## src/design/tlg5_pkg.sv

```systemverilog
// ----------------------------------------------------------------------------
// tlg5_pkg: shared types and constants for pixel reconstruction
// Payload structs, register indexes and position flags used across the block.
// ----------------------------------------------------------------------------
package tlg5_pkg;

   // configuration register indexes
   localparam logic [1:0] CSR_HAS_ALPHA    = 2'd0;
   localparam logic [1:0] CSR_LINE_WIDTH   = 2'd1;
   localparam logic [1:0] CSR_FRAME_HEIGHT = 2'd2;

   localparam int CSR_DATA_W = 16;

   // reset values of the configuration registers
   localparam logic        HAS_ALPHA_RST    = 1'b1;
   localparam logic [12:0] LINE_WIDTH_RST   = 13'd4096;
   localparam logic [15:0] FRAME_HEIGHT_RST = 16'd1;

   // alpha value in three-channel mode
   localparam logic [7:0] OPAQUE = 8'hFF;

   localparam int NUM_LANES = 4;

   typedef struct packed {
      logic [7:0] alpha_delta;
      logic [7:0] red_delta;
      logic [7:0] green_delta;
      logic [7:0] blue_delta;
   } req_type;

   typedef struct packed {
      logic       frame_end;
      logic       row_end;
      logic [7:0] alpha_out;
      logic [7:0] red_out;
      logic [7:0] green_out;
      logic [7:0] blue_out;
   } rsp_type;

   // position of the pixel being accepted
   typedef struct packed {
      logic row_first;
      logic col_first;
      logic row_last;
      logic frame_last;
   } pos_flags_type;

endpackage

```

## src/design/tlg5_pos.sv

```systemverilog
// ----------------------------------------------------------------------------
// tlg5_pos: raster position counters
// Tracks column and row of the next pixel and flags row and frame ends.
// ----------------------------------------------------------------------------
module tlg5_pos #(
   parameter int MAX_WIDTH = 4096,
   parameter int CW        = (MAX_WIDTH > 1) ? $clog2(MAX_WIDTH) : 1
) (
   input  logic                   clock,
   input  logic                   reset,
   input  logic                   step,
   input  logic [12:0]            line_width,
   input  logic [15:0]            frame_height,
   output logic [CW-1:0]          col,
   output tlg5_pkg::pos_flags_type flags
);

   localparam logic [16:0] MAX_W = 17'(MAX_WIDTH);

   logic [CW-1:0] col_ff, col_in;
   logic [15:0]   row_ff, row_in;
   logic [16:0]   width_eff;
   logic [16:0]   last_col;
   logic [15:0]   last_row;
   logic          row_last;
   logic          frame_last;

   // effective width: zero counts as one, saturate to buffer depth
   always_comb begin
      width_eff = (line_width == 13'd0) ? 17'd1 : {4'd0, line_width};
      if (width_eff > MAX_W) begin
         width_eff = MAX_W;
      end
      last_col = width_eff - 17'd1;
      last_row = (frame_height == 16'd0) ? 16'd0 : frame_height - 16'd1;
   end

   assign row_last   = 17'(col_ff) >= last_col;
   assign frame_last = row_last && (row_ff >= last_row);

   // counter update on each transfer
   always_comb begin
      col_in = col_ff;
      row_in = row_ff;
      if (step) begin
         if (row_last) begin
            col_in = '0;
            row_in = frame_last ? 16'd0 : row_ff + 16'd1;
         end else begin
            col_in = col_ff + CW'(1);
         end
      end
   end

   always_ff @(posedge clock) begin
      if (reset) begin
         col_ff <= '0;
         row_ff <= '0;
      end else begin
         col_ff <= col_in;
         row_ff <= row_in;
      end
   end

   assign col              = col_ff;
   assign flags.row_first  = (row_ff == 16'd0);
   assign flags.col_first  = (col_ff == '0);
   assign flags.row_last   = row_last;
   assign flags.frame_last = frame_last;

endmodule

```

## config.mk

```make
export PLATFORM = sky130hd
export DESIGN_NAME = tlg5_pos
export DESIGN_NICKNAME = d
export VERILOG_FILES = /design/src/design/tlg5_pkg.sv /design/src/design/tlg5_pos.sv
export SDC_FILE = /design/constraint.sdc
export NUM_CORES = 1
export LEC_CHECK = 0
export ABC_CLOCK_PERIOD_IN_PS = 4200
export CAP_MARGIN = 20
export CORE_MARGIN = 2
export CORE_UTILIZATION = 58
export CTS_CLUSTER_SIZE = 10
export DETAILED_ROUTE_END_ITERATION = 16
export DONT_BUFFER_PORTS = 1
export GPL_ROUTABILITY_DRIVEN = 0
export PLACE_DENSITY = 0.76
export SLEW_MARGIN = 20
export SYNTH_ARGS = -nofsm -noshare
export SYNTH_HDL_FRONTEND = slang
export SYNTH_SLANG_ARGS = --single-unit
```

## constraint.sdc

```tcl
create_clock -name clock -period 4.2 [get_ports clock]
set_input_delay 0.63 -clock clock [delete_from_list [all_inputs] [get_ports clock]]
set_output_delay 0.63 -clock clock [all_outputs]
set_load 0.1 [all_outputs]
```

# ---- Word level (Yosys, flattened, before mapping)
# Cells that the tools add are included.
dict set report op_classes {
  order_cmp 3
  reduce_logical 6
  muxes 5
  addsub 4
}
# cell n
set ops {}
lappend ops {{logical NOT 16 bit} 2}
lappend ops {{2-to-1 mux 16 bit} 2}
lappend ops {{2-to-1 mux 13 bit} 2}
lappend ops {{greater-or-equal comparator 12 x 17 -> 1 bit} 1}
lappend ops {{subtractor 17 x 1 -> 17 bit (second input constant)} 1}
lappend ops {{adder 16 x 1 -> 16 bit (second input constant)} 1}
lappend ops {{greater-or-equal comparator 16 bit} 1}
lappend ops {{subtractor 16 x 1 -> 16 bit (second input constant)} 1}
lappend ops {{> comparator 13 bit (second input constant)} 1}
lappend ops {{logical NOT 13 bit} 1}
lappend ops {{adder 12 x 1 -> 12 bit (second input constant)} 1}
lappend ops {{logical NOT 12 bit} 1}
lappend ops {{2-to-1 mux 12 bit} 1}
lappend ops {{AND reduction 2 bit} 1}
lappend ops {{logical AND 1 bit} 1}
dict set report totals {
  register_bits 28
  out_inout_bits 16
}

# ---- Logic depth before layout (Yosys ltp)
dict set report logic_depth {
  depth_word 8
  mapped_depth 16
}

# ---- Worst setup path after synthesis
# Ideal clock, no wire load.
dict set report synth_timing {
  path_kind {flip-flop to output port}
  from {reg col_ff[0] (netlist: col[0])}
  to {out flags[2] (netlist bit)}
  t_arrival_ps 4130
  path_stages_with_launch 6
  setup_slack_ps -560
  n_path_buf 0
  cell_sequence {dfxtp_1 -> inv_1 -> ha_1 -> nor4b_1 -> nand2_1 -> nor4_1}
}
# element line_no
set synth_rtl {}
lappend synth_rtl {{from (decl)} tlg5_pos.sv:20} ;# logic [CW-1:0] col_ff, col_in;
lappend synth_rtl {{from (signal assigned)} tlg5_pos.sv:60} ;# col_ff <= col_in;
lappend synth_rtl {{to (decl)} tlg5_pos.sv:15} ;# output tlg5_pkg::pos_flags_type flags

==> impl_metrics.json <==
{
  "ys_seq_area_share_pct": 20.1,
  "drtIter0Drc": 128,
  "ir_drop_mv": 0.317,
  "ant_nets": 0,
  "synth_ff_type": "dfxtp_1",
  "postLayoutSetupSlackWorst_ns": 0.0956,
  "setup_violations": 0,
  "pin_count": 48,
  "intPower_w": 0.000556,
  "cp.arrival_ns": 3.47,
  "avgSynthCellArea_um2": 7.68,
  "vias": 2749,
  "clkTransAtPathRegs_ns": 0.09,
  "synth_most_common_cell": "nand2_1",
  "worstSetupEndpointType": "output port",
  "cts_root_buf": "clkbuf_8",
  "total_power_w": 0.000970,
  "setup_tns_ns": 0,
  "dieHeight_um": 73.4,
  "worstPathRequired_ns": 3.57,
  "grt_pass1_vias": 2615,
  "clk_latency_ns": 0.27,
  "synth_edf_count": 0,
  "p_per_area_mw_per_mm2": 308,
  "track_usage_pct": 25.5,
  "nets": 452,
  "h-tree-depth": 1,
  "relSlewSlack_pct": 25.7,
  "seqPwrFrac_pct": 41.6,
  "cp_max_fo": 4,
  "grt_overflow_total": 0,
  "regArea_um2": 561,
  "period_share_pct": 97.7,
  "cts_hold_buffers": 0,
  "timing_worst_slew_pin_value_ns": 1.11,
  "instances_no_fill": 438,
  "antenna_found_initial": 0,
  "multi_input_area_mm2": 0.00221,
  "start_kind": "primary input",
  "yosys.cell_types.count": 60,
  "synthTopCellsByArea": "dfxtp_1 20%, ha_1 15%, nand2_1 6.0%",
  "criticalPathCategory": "primary input to output port",
  "clock_path_buffers": 2,
  "syn_nets": 430,
  "fill_cells": 410,
  "hold_path_class": "primary input to flop",
  "clock.fmax_mhz": 244,
  "place_inst": 434,
  "async_reset_ff_share_pct": 0,
  "die_w_um": 73.4,
  "drive_above_1_share_pct": 16.1,
  "viasPerCell": 6.28,
  "comb_power_share_pct": 43.6,
  "power_switching_w": 0.000414,
  "drt_pass1_iterations": 4,
  "finalWirelength_um": 7030,
  "status": "completed",
  "hpwlAfterDp_um": 5440,
  "synthToLayoutAreaGrowth_pct": 12.8,
  "start_util_pct": 59.6,
  "drc": 0,
  "die-area_mm2": 0.00539,
  "period_needed_ns": 4.10,
  "yosysWarnings": 0,
  "fin_skew_ns": 0.00365,
  "yosysTopAreaCell": "dfxtp_1",
  "p_leak_nw": 1.29,
  "clockPowerShare_pct": 14.8,
  "yosysTopAreaCellShare_pct": 20.1,
  "cts_sinks": 28,
  "fp-row-count": 25,
  "p_sw_share_pct": 42.7,
  "drv_cap": 0,
  "syn_area_mm2": 0.00280,
  "synth_cells": 364,
  "portBuffers": 0,
  "slew_violations": 0,
  "pre_cts_slack_ns": 0.00623,
  "cts_tree": "yes",
  "numCtsBuffers": 3,
  "ys_seq_elements": 28,
  "synth_common_cells": "45 x nand2_1, 35 x nor2_1, 34 x ha_1",
  "wl_per_cell_um": 16.1,
  "core_mm2": 0.00469,
  "grt_pass1_wl_um": 11200,
  "grt_max_degree": 15,
  "hold_viol": 0,
  "n_antenna_cell": 0
}
worst paths after layout:
kind         slack [ns]  cells after the start         end          start
max                 0.1                     15    flags[0]  line_width[6]
min reg2reg        0.52                      2   row_ff[1]      row_ff[1]
min                0.42                      1  row_ff[15]          reset
max reg2reg        1.34                      7  row_ff[15]         col[5]
state kept, by name, summed over array words and instances (netlist names):
register  count
col          12
row_ff       16
power by group through the flow:
stage	sequential [W]	clock, W	combinational [W]
2_1_floorplan	0.000390	0	0.000325
3_3_place_gp	0.000402	0	0.000394
3_5_place_dp	0.000406	0	0.000410
4_1_cts	0.000399	0.000148	0.000414
5_1_grt	0.000409	0.000159	0.000473
6_report	0.000404	0.000144	0.000423
metrics by stage:
stage	hold WS (ns)	cell area (um2)	utilization (%)
after floorplan	0.478	2810	-
after global placement	0.499	3040	64.7
after detailed placement	0.504	3040	64.7
after CTS	0.409	3090	65.9
after global routing	0.399	3150	67.2
final	0.416	3150	67.2
metal layers:
layer / routed length (um) / GRT usage, % / up-vias
li1: - / - / 1402
met1: 2990 / 32.2 / 1256
met2: 3540 / 46.1 / 79
met3: 411 / 3.98 / 12
met4: 87 / 4.65 / 0
met5: 0 / 0 / -
cells by family (layout without fill, tap and decap cells):
logic type                 Yosys count  after routing  share of synthesized area (%)
AOI/OAI and AO/OA                   80             80                           20.7
xor gates and xnor gates            26             26                           8.15
adders and majority gates           34             34                           15.2
buffers and inverters               27             47                           4.65
DFF                                 28             28                           20.1
muxes                                1              1                          0.358
and+or+nand+nor                    168            168                           30.9
layout make-up:
cell class / instances / share of cell area (%)
multi-input cells: 309 / 69.9
clock buffers: 3 / 1.31
inverters: 17 / 2.02
repair buffers: 27 / 6.82
flip-flops and latches: 28 / 17.8
well taps: 54 / 2.14
placed cells by master, fill, tap and decap left out, types with 8 or more instances in the layout:
cell type  count
nor3_1        14
buf_4         26
xnor2_1       10
ha_1          33
dfxtp_1       28
o31ai_1        8
nand3_1       14
o21ai_0       11
nand4_1       10
nor2_1        31
nand2_1       44
inv_1         15
a32oi_1        9
xor2_1        16
a21oi_1       10
critical path, cell delays in order:
cell and delay (ns):
or4_4 0.53, nor4_2 0.28, o21ai_1 0.13, ha_2 0.22
nand2_1 0.08, o311a_2 0.15, a21oi_1 0.04, ha_1 0.31
o21ai_0 0.13, a21oi_2 0.23, o41ai_4 0.14, a21oi_2 0.17
inv_1 0.06, nor2_2 0.16, buf_12 0.19
repair_timing:
action                                 CTS  global route
pin swaps                                2             2
setup buffers                            0             1
endpoints found under the hold margin    0             0
resized for setup                        2            16
setup endpoints to repair                1             2
Note: power is estimated with default switching activity, not from simulation.
