--- src/design/tlg5_pkg.sv ---
// ----------------------------------------------------------------------------
// tlg5_pkg: shared types and constants for pixel reconstruction
// Payload structs, register indexes and position flags used across the block.
// ----------------------------------------------------------------------------
package tlg5_pkg;

   // configuration register indexes
   localparam logic [1:0] CSR_HAS_ALPHA    = 2'd0;
   localparam logic [1:0] CSR_LINE_WIDTH   = 2'd1;
   localparam logic [1:0] CSR_FRAME_HEIGHT = 2'd2;

   localparam int CSR_DATA_W = 16;

   // reset values of the configuration registers
   localparam logic        HAS_ALPHA_RST    = 1'b1;
   localparam logic [12:0] LINE_WIDTH_RST   = 13'd4096;
   localparam logic [15:0] FRAME_HEIGHT_RST = 16'd1;

   // alpha value in three-channel mode
   localparam logic [7:0] OPAQUE = 8'hFF;

   localparam int NUM_LANES = 4;

   typedef struct packed {
      logic [7:0] alpha_delta;
      logic [7:0] red_delta;
      logic [7:0] green_delta;
      logic [7:0] blue_delta;
   } req_type;

   typedef struct packed {
      logic       frame_end;
      logic       row_end;
      logic [7:0] alpha_out;
      logic [7:0] red_out;
      logic [7:0] green_out;
      logic [7:0] blue_out;
   } rsp_type;

   // position of the pixel being accepted
   typedef struct packed {
      logic row_first;
      logic col_first;
      logic row_last;
      logic frame_last;
   } pos_flags_type;

endpackage

--- src/design/tlg5_lane.sv ---
// ----------------------------------------------------------------------------
// tlg5_lane: one channel of the reconstruction datapath
// Running row sum plus the pixel above, modulo 256; opaque when inactive.
// ----------------------------------------------------------------------------
module tlg5_lane (
   input  logic [7:0] px,
   input  logic [7:0] sum_prev,
   input  logic       clear,
   input  logic [7:0] above,
   input  logic       active,
   output logic [7:0] sum_next,
   output logic [7:0] value
);

   logic [7:0] sum_base;

   assign sum_base = clear ? 8'd0 : sum_prev;
   assign sum_next = active ? sum_base + px : sum_base;
   assign value    = active ? sum_next + above : tlg5_pkg::OPAQUE;

endmodule

--- config.mk ---
export PLATFORM = sky130hd
export DESIGN_NAME = tlg5_lane
export DESIGN_NICKNAME = d
export VERILOG_FILES = /design/src/design/tlg5_pkg.sv /design/src/design/tlg5_lane.sv
export SDC_FILE = /design/constraint.sdc
export NUM_CORES = 1
export LEC_CHECK = 0
export BUFFER_PORTS_ARGS = -buffer_cell sky130_fd_sc_hd__buf_4
export CAP_MARGIN = 10
export CORE_UTILIZATION = 53
export DETAILED_ROUTE_END_ITERATION = 7
export GPL_TIMING_DRIVEN = 0
export PLACE_DENSITY = 0.95
export RECOVER_POWER = 50
export SLEW_MARGIN = 15
export SYNTH_ARGS = -nofsm -noshare
export SYNTH_HDL_FRONTEND = slang
export SYNTH_SLANG_ARGS = --single-unit
--- constraint.sdc ---
create_clock -name vclk -period 5.9
set_input_delay 0.59 -clock vclk [all_inputs]
set_output_delay 0.59 -clock vclk [all_outputs]
set_load 0.02 [all_outputs]
== Word level (Yosys, flattened, before mapping) ==
Index checks and enable logic that the tools add are counted.
W data, S select, Z words.

* $add $sub $neg: 2
* Muxes and demuxes: 3

{| class="wikitable"
|+ Operators by type and width
! operator !! count
|-
| $mux W8 || 3
|-
| $add A8 B8 Y8 || 2
|}

* Word-level logic and storage cells: 5
* Flip-flop bits (word level): 0
* Output and inout bits: 16

== Logic depth before layout (Yosys ltp) ==
Gate-level depths: netlist (run 1).

* Word-level depth: 5
* Gate-level depth with buffers: 17
* Gate-level depth less buffers: 17

== Worst setup path after synthesis (run 1) ==
Ideal clock, no wire load.

* Path type: input to output
* Start point: in sum_prev[0]
* End point: out value[7]
* Data required time: 5.310 ns
* Arrival: 3.716 ns
* Slack: 1.594 ns
* Stages: 17
* Path buffers: 0
* Cell sequence: nor2b_1 -> ha_1 -> inv_1 -> fa_1 -> nor2b_1 -> nor3_1 -> o21ai_1 -> xor2_1 -> nand2_1 -> xnor2_1 -> ha_1 -> inv_1 -> nor2_1 -> nor3_1 -> nor3_1 -> o2111a_1 -> nor2_1

* Cells in the longest elaborated chain, start to end: 5

{| class="wikitable"
|+ RTL lines
! item !! line !! source
|-
| start, declared || tlg5_lane.sv:7 || <nowiki>input logic [7:0] sum_prev,</nowiki>
|-
| $mux W8 || tlg5_lane.sv:17 || <nowiki>assign sum_base = clear ? 8'd0 : sum_prev;</nowiki>
|-
| $add A8 B8 Y8 || tlg5_lane.sv:18 || <nowiki>assign sum_next = active ? sum_base + px : sum_base;</nowiki>
|-
| $mux W8 || tlg5_lane.sv:18 ||
|-
| net sum_next[4] || tlg5_lane.sv:11 || <nowiki>output logic [7:0] sum_next,</nowiki>
|-
| $add A8 B8 Y8 || tlg5_lane.sv:19 || <nowiki>assign value = active ? sum_next + above : tlg5_pkg::OPAQUE;</nowiki>
|-
| $mux W8 || tlg5_lane.sv:19 ||
|-
| end, declared || tlg5_lane.sv:12 || <nowiki>output logic [7:0] value</nowiki>
|}

The timed path passes the listed nets, and every way through them passes these cells.

== Worst setup path after layout (run 1) ==
* Start point: in clear
* End point: out value[7]

* Cells in the longest elaborated chain, start to end: 5

{| class="wikitable"
|+ RTL lines
! item !! line !! source
|-
| start, declared || tlg5_lane.sv:8 || <nowiki>input logic clear,</nowiki>
|-
| $mux W8 * || tlg5_lane.sv:17 ||
|-
| $add A8 B8 Y8 || tlg5_lane.sv:18 ||
|-
| $mux W8 * || tlg5_lane.sv:18 ||
|-
| $add A8 B8 Y8 * || tlg5_lane.sv:19 ||
|-
| $mux W8 * || tlg5_lane.sv:19 ||
|}

Every way passes the cells marked *; elsewhere a longest branch is shown, timed or not.

==> insert_results.sql, run 1 <==
INSERT INTO impl_metrics (metric_group, metric, value, unit) VALUES
('drt', 'initialDrtViolationCount', '9', ''),
('die', 'std_cell_rows', '13', ''),
('drt', 'vias_per_cell', '5.70', ''),
('cts', 'post-cts-setup-buffers', '0', ''),
('drt', 'totalWireLength', '2230', 'um'),
('die', 'floorplan.die_area', '1730', 'um2'),
('place', 'dp_slack', '1390', 'ps'),
('final_layout', 'final_common_cell', 'buf_4', ''),
('power_and_ir_drop', 'max-vdd-ir-drop', '0.103', 'mV'),
('die', 'vertical_die_dimension', '41.6', 'um'),
('sta', 'final_hold_viol_count', '0', ''),
('logic_synthesis', 'yosys.area.top_type', 'ha_1', ''),
('sta', 'final_min_period_over_clock_period', '78.9', '%'),
('final_layout', 'area.growth.synth_to_final', '35.1', '%'),
('logic_synthesis', 'netlist_area', '831', 'um2'),
('drt', 'drtPass1Iterations', '4', ''),
('worst_setup_path', 'cpPeakStageDelay', '640', 'ps'),
('min_path', 'holdCritPathClass', 'in2out', ''),
('worst_setup_path', 'crit_path_top_delay_cell', 'nor4b_1', ''),
('worst_setup_path', 'type_of_the_setup_path_with_the_least_slack', 'in2out', ''),
('place', 'detailed_place.area', '1160', 'um2'),
('sta', 'post-route-min-period', '4660', 'ps'),
('die', 'die_x', '41.6', 'um'),
('global_route', 'grtUsageMet2', '52.2', '%'),
('global_route', 'globalRouteMet1Util', '28.1', '%'),
('logic_synthesis', 'synth_warnings', '0', ''),
('drt', 'drt.antenna.violating_nets', '0', ''),
('global_route', 'overall_global_routing_usage', '25.4', '%'),
('final_layout', 'fin_nets', '194', ''),
('final_layout', 'design.seq.count', '0', ''),
('logic_synthesis', 'synthesized_instance_count', '110', ''),
('global_route', 'grt_start_max_net_pins', '11', ''),
('drt', 'drcViolationCount', '0', ''),
('drt', 'via_count', '947', ''),
('die', 'floorplan.initialDensity', '60.1', '%'),
('global_route', 'grt_pass1_wl', '3610', 'um'),
('sta', 'rsz_0062_raised_after_global_routing', 'no', ''),
('worst_setup_path', 'crit_family', 'simple AND/OR/NAND/NOR gates', ''),
('worst_setup_path', 'timing.critical_path.cells', 'buf_4, nor2b_1, ha_1, nand3_1, a311oi_2, nor4b_1, xnor2_1, mux2_2, ha_1, or3_1, nor3_1, nor3_1, a2111oi_2, nor2_1, buf_4', ''),
('global_route', 'busiest_layer_in_global_routing', 'met2', ''),
('logic_synthesis', 'share_of_yosys_cell_area_claimed_by_the_top_area_cell_type', '19.6', '%'),
('die', 'io_pins', '42', ''),
('sta', 'max_freq', '215', 'MHz'),
('sta', 'fin_setup_tns', '0', 'ps'),
('sta', 'final.hold.worst_slack', '1620', 'ps'),
('power_and_ir_drop', 'totalPowerFinal', '160', 'uW'),
('sta', 'layout_setup_ws', '1240', 'ps'),
('global_route', 'grt_util_met3', '0.870', '%'),
('sta', 'maxSlewHeadroom', '52.9', '%'),
('sta', 'final_max_slew_viol_count', '0', ''),
('final_layout', 'n_clock_buffer', '0', ''),
('power_and_ir_drop', 'power_leakage', '0.552', 'nW'),
('drt', 'routed_wire_length_per_instance', '13.5', 'um'),
('sta', 'setup_viol', '0', ''),
('final_layout', 'layout_common_cells', '37 x buf_4, 13 x ha_1, 10 x nand2_1', ''),
('worst_setup_path', 'timing.critical_path.buf_inv', '2', ''),
('final_layout', 'layout_cells_sized_above_1', '28.5', '%'),
('worst_setup_path', 'worst_setup_path_start_kind', 'primary input', ''),
('global_route', 'via_count_of_the_first_global_routing_pass', '919', ''),
('worst_setup_path', 'timing.critical_path.fanout_max', '10', ''),
('worst_setup_path', 'timing.critical_path.required', '5310', 'ps'),
('final_layout', 'final-seq-area', '0', 'um2'),
('die', 'fp.coreArea', '1380', 'um2'),
('final_layout', 'antenna_cells_inserted', '0', ''),
('global_route', 'grt-ovfl-total', '0', ''),
('place', 'post-dp-hpwl', '1950', 'um'),
('logic_synthesis', 'synth_fp_nets', '151', ''),
('run', 'cap_violations', '0', ''),
('place', 'numPortBuffers', '41', ''),
('logic_synthesis', 'netlist_top_cells_area', 'ha_1 20%, xnor2_1 6.3%, xor2_1 5.3%, fa_1 4.8%, nand2_1 4.5%', ''),
('run_status', 'outcome', 'finished, final reports clean', '');
[layout make-up]
| class | count | area (um2) |
|---|---|---|
| multi-input cells | 102 | 781 |
| repair buffers | 41 | 293 |
| fillers | 107 | 260 |
| inverters | 6 | 22.5 |
| well taps | 15 | 18.8 |
| plain buffers | 2 | 7.51 |
[cell families (layout without fill, tap and decap cells)]
kind of cell / count (synthesis) / count (layout) / synth area share, %
AO/OA/AOI/OAI: 24 / 24 / 21.2
XOR/XNOR: 11 / 11 / 11.6
adder cells (fa/ha/maj): 16 / 16 / 25.6
buffers and inverters: 8 / 49 / 3.61
multiplexers: 6 / 6 / 7.68
AND/OR/NAND/NOR: 45 / 45 / 30.3
[worst paths after layout]
check	start	end	cells past startpoint
hold / removal	sum_prev[7]	sum_next[7]	4
setup / recovery	clear	value[7]	15
[through the flow]
| step | utilization (%) | instances |
|---|---|---|
| finish | 81.2 | 166 |
| global route | 81.2 | 166 |
| CTS | 83.7 | 166 |
| detailed placement | 83.7 | 166 |
| global placement | 83.7 | 166 |
| floorplan | - | 110 |
[layer usage]
metal,wire length [um],share of wire [%]
met1,872,39
met3,97,4.3
met4,25,1.1
met2,1240,55
met5,0,0
[synthesized netlist by cell type (2+ instances only)]
cell type	n
a21o_1	2
nand3_1	2
nor2_1	8
and2b_1	2
o21ai_0	3
o21a_1	2
inv_1	5
nor3_1	6
nand2b_1	4
nor2b_1	6
clkbuf_1	2
o21ai_1	3
and3_1	2
xnor2_1	6
mux2_2	3
fa_1	2
a21oi_1	7
mux2i_1	3
nand2_1	10
xor2_1	5
ha_1	13
[report_power, final]
part	switching [mW]	leakage [nW]	total (mW)	internal (mW)
Sequential	0	0	0	0
Clock	0	0	0	0
Combinational	0.0872	0.552	0.160	0.0729
Total	0.0872	0.552	0.160	0.0729
Power figures use the tool's default switching activity.
==> run 2, diff against run 1 <==
- ABC_AREA: unset -> 1
- CORE_UTILIZATION: 53 -> 44
- PLACE_DENSITY: 0.95 -> 0.89
- clock period: 5.9 -> 4 ns (I/O delays scaled with it)
==> run 2 against run 1 <==
Compared with the run above:
- cell count rose by 31%
- power up 30%
- combinational power grew 30%
- synthesized area rose by 1.7%
- first-iteration DRC count up 78%
- count of clock-buffer cells in the layout unchanged
- routed wire length grew 1.4%
- non-clock buffer count increased by 1
- sequential share of layout area unchanged
- critical path depth up 7
- core utilization is 15 points lower
- highest routed layer unchanged
==> insert_results.sql, run 2 <==
INSERT INTO impl_metrics (metric_group, metric, value, unit) VALUES
('die', 'vertical_die_dimension', '45.8', 'um'),
('final_layout', 'final_common_cell', 'nand2_1', ''),
('power_and_ir_drop', 'swShare', '58.9', '%'),
('global_route', 'antenna_found_initial', '0', ''),
('final_layout', 'final-seq-area', '0', 'um2'),
('sta', 'fin_setup_tns', '0', 'ps'),
('logic_synthesis', 'yosys.area.top_type', 'ha_1', ''),
('global_route', 'grt-ovfl-total', '0', ''),
('power_and_ir_drop', 'p_comb_share', '100.0', '%'),
('logic_synthesis', 'netlist_top_cells_area', 'ha_1 19%, nand2_1 18%, inv_1 13%, nand3_1 9.5%, o21ai_0 7.1%', ''),
('place', 'post-dp-hpwl', '2020', 'um'),
('worst_setup_path', 'worst_setup_path_start_kind', 'primary input', ''),
('logic_synthesis', 'synthesized_instance_count', '151', ''),
('sta', 'final_max_slew_viol_count', '0', ''),
('worst_setup_path', 'timing.critical_path.required', '3600', 'ps'),
('power_and_ir_drop', 'power_density', '178', 'nW/um2'),
('final_layout', 'layout_common_cells', '40 x nand2_1, 35 x buf_4, 30 x inv_1', ''),
('die', 'io_pins', '42', ''),
('final_layout', 'multi_input_gate_area', '726', 'um2'),
('sta', 'maxSlewHeadroom', '65.0', '%'),
('final_layout', 'antenna_cells_inserted', '0', ''),
('logic_synthesis', 'synth_warnings', '0', ''),
('final_layout', 'n_clock_buffer', '0', ''),
('die', 'fp.coreArea', '1760', 'um2'),
('worst_setup_path', 'worstSetupStartpoint', 'clear', ''),
('place', 'numPortBuffers', '42', ''),
('power_and_ir_drop', 'power_report.internal_total', '85.5', 'uW'),
('global_route', 'via_count_of_the_first_global_routing_pass', '986', ''),
('logic_synthesis', 'synth_fp_nets', '192', ''),
('power_and_ir_drop', 'seq_power_share', '0', '%'),
('logic_synthesis', 'netlist_area', '845', 'um2'),
('final_layout', 'layout_cells_sized_above_1', '25.9', '%'),
('place', 'detailed_place.area', '1190', 'um2'),
('global_route', 'overall_global_routing_usage', '22.2', '%'),
('power_and_ir_drop', 'netSwitchingPower', '123', 'uW'),
('power_and_ir_drop', 'totalPowerFinal', '208', 'uW'),
('place', 'routabilityCongestion', '0.848', ''),
('sta', 'max_freq', '268', 'MHz'),
('drt', 'initialDrtViolationCount', '16', ''),
('final_layout', 'area.growth.synth_to_final', '38.5', '%'),
('final_layout', 'post_route_standard_cell_area_excluding_fillers', '1170', 'um2'),
('drt', 'drcViolationCount', '0', ''),
('global_route', 'grt_start_max_net_pins', '11', ''),
('die', 'std_cell_rows', '15', ''),
('drt', 'vias_per_cell', '4.92', ''),
('final_layout', 'layout_fillers', '193', ''),
('worst_setup_path', 'worstPathArrival', '3330', 'ps'),
('sta', 'final_min_period_over_clock_period', '93.3', '%'),
('logic_synthesis', 'ys_types', '23', ''),
('die', 'floorplan.die_area', '2100', 'um2'),
('logic_synthesis', 'list_of_most_frequent_post_synthesis_cells', '40 x nand2_1, 30 x inv_1, 16 x nand3_1', ''),
('min_path', 'holdCritPathClass', 'in2out', ''),
('power_and_ir_drop', 'power_leakage', '0.692', 'nW'),
('drt', 'totalWireLength', '2270', 'um'),
('logic_synthesis', 'syn_avg_cell_area', '5.59', 'um2'),
('sta', 'final_hold_viol_count', '0', ''),
('logic_synthesis', 'synth_most_common_cell', 'nand2_1', ''),
('worst_setup_path', 'type_of_the_setup_path_with_the_least_slack', 'in2out', ''),
('drt', 'drt.antenna.violating_nets', '0', ''),
('worst_setup_path', 'critical_path.endpoint_type', 'output pin', ''),
('sta', 'worst_pin_slew', '519', 'ps'),
('sta', 'setup_viol', '0', ''),
('drt', 'via_count', '1072', ''),
('drt', 'drtPass1Iterations', '4', ''),
('drt', 'routed_wire_length_per_instance', '10.4', 'um'),
('sta', 'post-route-min-period', '3730', 'ps'),
('die', 'die_x', '45.8', 'um'),
('die', 'floorplan.initialDensity', '47.9', '%'),
('min_path', 'timing.hold.worst_endpoint', 'sum_next[7]', ''),
('power_and_ir_drop', 'max-vdd-ir-drop', '0.0760', 'mV'),
('final_layout', 'fin_nets', '236', ''),
('global_route', 'grt_pass1_wl', '3550', 'um'),
('final_layout', 'design.seq.count', '0', ''),
('worst_setup_path', 'timing.critical_path.fanout_max', '5', ''),
('cts', 'post-cts-setup-buffers', '0', ''),
('run', 'cap_violations', '0', ''),
('logic_synthesis', 'share_of_yosys_cell_area_claimed_by_the_top_area_cell_type', '19.3', '%'),
('run_status', 'outcome', 'finished, final reports clean', ''),
('sta', 'final.hold.worst_slack', '1190', 'ps'),
('min_path', 'whs_path_depth', '4', ''),
('logic_synthesis', 'synth.yosys.seq_area_share', '0', '%'),
('min_path', 'min-delay-start', 'active', ''),
('sta', 'rsz_0062_raised_after_global_routing', 'no', ''),
('final_layout', 'layout.core_utilization', '66.3', '%'),
('power_and_ir_drop', 'power_frac_clock', '0', '%');
-- run 2: cell count changes after synthesis, sizes merged, moves of 4 or more --
cell,delta
inv,+25
nand2,+33
nand2b,-4
nand3,+17
nor2b,-6
nor3,-5
o21ai,+6
-- run 2: how the worst max path moves through the flow --
stage                     slack [ps]       end  cells past startpoint
after floorplan                  430  value[3]                     12
after global placement           350  value[7]                     22
after detailed placement         280  value[7]                     22
after CTS                        270  value[7]                     22
after global routing              30  value[7]                     22
final                            270  value[7]                     22
-- run 2: worst max-delay path: stages --
cell and delay, ps:
buf_4 140, nor2_2 130, ha_2 190, inv_1 50
fa_1 390, o21ai_0 200, o21a_1 150, nand3_1 90
nand2_1 70, nand2_1 60, nand2_1 60, nand2_1 40
nand3_1 60, o21ai_0 140, ha_1 370, a21oi_1 160
o21ai_0 100, nor2_1 150, inv_1 60, nand3_1 80
nand3_1 80, buf_4 180
-- run 2: cell families (layout without fill, tap and decap cells) --
group                    count (synthesis)  in the layout  share of synthesized area, %
adder cells (fa/ha/maj)                 15             15                          24.0
AND/OR/NAND/NOR                         76             76                          41.3
buffers and inverters                   33             75                          14.7
XOR/XNOR                                 5              5                          5.19
AO/OA/AOI/OAI                           22             22                          14.8
-- run 2: stage by stage --
step                      instances  setup WS (ps)
after CTS                       218            269
after global routing            218           31.5
after detailed placement        218            282
after floorplan                 151            432
after global placement          218            352
final                           218            269
-- run 2: repair_timing --
action | CTS | global route
hold buffers | 0 | 0
setup endpoints to repair | 0 | 1
hold endpoints to repair | 0 | 0
resized for setup | 0 | 2
-- run 2: power groups by stage --
stage               registers [mW]  logic, mW  clock network, mW
finish                           0      0.208                  0
global placement                 0      0.205                  0
CTS                              0      0.214                  0
global route                     0      0.229                  0
floorplan                        0      0.135                  0
detailed placement               0      0.214                  0
-- run 2: area by class of cell --
cell class / count / area share, %
plain buffers: 2 / 0.642
inverters: 31 / 9.95
multi-input cells: 118 / 62.0
well taps: 25 / 2.67
repair buffers: 42 / 24.7
-- run 2: metal layers --
| metal | GRT usage (%) | vias up | wire, um |
|---|---|---|---|
| li1 | - | 568 | - |
| met5 | 0 | - | 0 |
| met1 | 24.8 | 465 | 924 |
| met3 | 0 | 6 | 92 |
| met4 | 5.88 | 0 | 44 |
| met2 | 45.1 | 33 | 1200 |
==> run 3, diff against run 2 <==
- ABC_AREA: 1 -> unset
- PLACE_DENSITY: 0.89 -> 0.9
==> run 3 against run 2 <==
Compared with the run above:
- combinational power increased by 39%
- non-clock buffer count is 2 higher
- critical path depth shrank 4
- cell count down 18%
- global-route usage down 1.1 points
- cell area up 13%
- setup slack worse by 260 ps
- hold slack better by 27 ps
- sequential share of layout area did not move
- largest power group unchanged
==> insert_results.sql, run 3 (same netlist as run 1, synthesis figures left out) <==
INSERT INTO impl_metrics (metric_group, metric, value, unit) VALUES
('global_route', 'antenna_found_initial', '0', ''),
('global_route', 'grt_pass1_wl', '3300', 'um'),
('worst_setup_path', 'critical_path.endpoint_type', 'output pin', ''),
('sta', 'final.hold.worst_slack', '1210', 'ps'),
('place', 'post-place-cells', '176', ''),
('global_route', 'grt_start_max_net_pins', '11', ''),
('power_and_ir_drop', 'p_comb_share', '100.0', '%'),
('final_layout', 'layout.core_utilization', '75.8', '%'),
('sta', 'post-route-min-period', '3990', 'ps'),
('place', 'post-dp-hpwl', '1810', 'um'),
('power_and_ir_drop', 'power_leakage', '0.621', 'nW'),
('sta', 'final_max_slew_viol_count', '0', ''),
('final_layout', 'fin_cells', '179', ''),
('worst_setup_path', 'type_of_the_setup_path_with_the_least_slack', 'in2out', ''),
('worst_setup_path', 'timing.critical_path.fanout_max', '10', ''),
('final_layout', 'layout_common_cells', '43 x buf_4, 9 x nand2_1, 9 x ha_1', ''),
('sta', 'setup_viol', '0', ''),
('worst_setup_path', 'cpPeakStageDelay', '390', 'ps'),
('sta', 'rsz_0062_raised_after_global_routing', 'yes', ''),
('die', 'std_cell_rows', '15', ''),
('global_route', 'overall_global_routing_usage', '21.1', '%'),
('power_and_ir_drop', 'power_density', '218', 'nW/um2'),
('die', 'floorplan.die_area', '2070', 'um2'),
('power_and_ir_drop', 'power_frac_clock', '0', '%'),
('final_layout', 'final-seq-area', '0', 'um2'),
('drt', 'vias_per_cell', '5.75', ''),
('run', 'cap_violations', '0', ''),
('final_layout', 'area.growth.synth_to_final', '59.2', '%'),
('final_layout', 'design.seq.count', '0', ''),
('drt', 'via_count', '1030', ''),
('min_path', 'min-delay-start', 'above[0]', ''),
('final_layout', 'final_common_cell', 'buf_4', ''),
('sta', 'final_min_period_over_clock_period', '99.9', '%'),
('drt', 'initialDrtViolationCount', '40', ''),
('worst_setup_path', 'cp_num_cells', '18', ''),
('drt', 'drcViolationCount', '0', ''),
('worst_setup_path', 'crit_family', 'simple AND/OR/NAND/NOR gates', ''),
('sta', 'worst_pin_slew', '468', 'ps'),
('final_layout', 'multi_input_gate_area', '918', 'um2'),
('final_layout', 'n_clock_buffer', '0', ''),
('worst_setup_path', 'timing.critical_path.required', '3600', 'ps'),
('die', 'io_pins', '42', ''),
('final_layout', 'fin_nets', '197', ''),
('global_route', 'grt-ovfl-total', '0', ''),
('power_and_ir_drop', 'max-vdd-ir-drop', '0.163', 'mV'),
('sta', 'layout_setup_ws', '5.37', 'ps'),
('worst_setup_path', 'worstSetupStartpoint', 'clear', ''),
('min_path', 'holdCritPathClass', 'in2out', ''),
('min_path', 'whs_path_depth', '4', ''),
('drt', 'drtPass1Iterations', '4', ''),
('final_layout', 'layout_fillers', '103', ''),
('global_route', 'via_count_of_the_first_global_routing_pass', '862', ''),
('worst_setup_path', 'timing.critical_path.cells', 'buf_12, nor2b_4, ha_4, inv_2, fa_2, nor2b_4, nor3_2, o21ai_2, maj3_2, mux2i_2, nand2_2, ha_4, or3_1, nor3_4, o21a_1, o2111a_1, nor2_1, buf_4', ''),
('power_and_ir_drop', 'swShare', '53.9', '%'),
('run_status', 'outcome', 'finished, final reports clean', ''),
('drt', 'totalWireLength', '2820', 'um'),
('final_layout', 'antenna_cells_inserted', '0', ''),
('worst_setup_path', 'timing.critical_path.buf_inv', '3', ''),
('place', 'dp_slack', '-31.4', 'ps'),
('worst_setup_path', 'crit_path_top_delay_cell', 'fa_2', ''),
('die', 'floorplan.initialDensity', '47.6', '%'),
('die', 'fp.coreArea', '1750', 'um2'),
('sta', 'final_hold_viol_count', '0', ''),
('power_and_ir_drop', 'netSwitchingPower', '156', 'uW'),
('power_and_ir_drop', 'seq_power_share', '0', '%'),
('cts', 'cts.hold.buffers_added', '0', ''),
('final_layout', 'layout_cells_sized_above_1', '47.4', '%'),
('sta', 'max_freq', '250', 'MHz'),
('worst_setup_path', 'worst_setup_path_start_kind', 'primary input', ''),
('place', 'routabilityCongestion', '0.721', ''),
('drt', 'drt.antenna.violating_nets', '0', ''),
('place', 'numPortBuffers', '41', ''),
('power_and_ir_drop', 'power_report.internal_total', '133', 'uW'),
('sta', 'maxSlewHeadroom', '68.8', '%'),
('drt', 'routed_wire_length_per_instance', '15.8', 'um'),
('sta', 'fin_setup_tns', '0', 'ps'),
('die', 'die_x', '45.5', 'um'),
('die', 'vertical_die_dimension', '45.5', 'um'),
('worst_setup_path', 'worstPathArrival', '3590', 'ps');
-- run 3: cell types whose count changed in the layout (fill, tap and decap cells not counted), sizes merged, moves of 4 or more --
cell / before / now
nand2b: 0 / 4
nand3: 20 / 3
buf: 35 / 44
nor3: 1 / 6
o21ai: 12 / 6
clkbuf: 9 / 2
inv: 31 / 6
nand2: 43 / 10
nor2b: 0 / 6
-- run 3: through the flow --
step / cell area (um2) / power [mW]
floorplan: 831 / 0.158
global placement: 1170 / 0.234
detailed placement: 1170 / 0.242
CTS: 1200 / 0.250
global route: 1320 / 0.305
finish: 1320 / 0.289
-- run 3: cell type report --
type               count  area share [%]
repair buffers        44            25.9
well taps             25            2.37
plain buffers          2           0.568
inverters              6            1.70
multi-input cells    102            69.4
-- run 3: path summary, 6_finish.rpt --
path                  endpoint  slack, ps
worst min-delay path  value[0]       1210
worst max-delay path  value[7]          5
-- run 3: per-layer routing --
metal  global-route usage [%]  vias up  wire length, um
met1                     22.2      484             1090
met3                     2.78        6              202
li1                         -      483                -
met2                     43.4       57             1470
met4                     3.64        0               55
met5                        0        -                0
-- run 3: what timing repair did --
item,4_1_cts,5_1_grt
setup buffers,0,3
endpoints found under the setup margin,1,2
endpoints found under the hold margin,0,0
resized for setup,7,22
pin swaps,2,16
-- run 3: power groups by stage --
stage	registers, mW	clock network [mW]	logic (mW)
global route	0	0	0.305
global placement	0	0	0.234
finish	0	0	0.289
floorplan	0	0	0.158
CTS	0	0	0.250
detailed placement	0	0	0.242
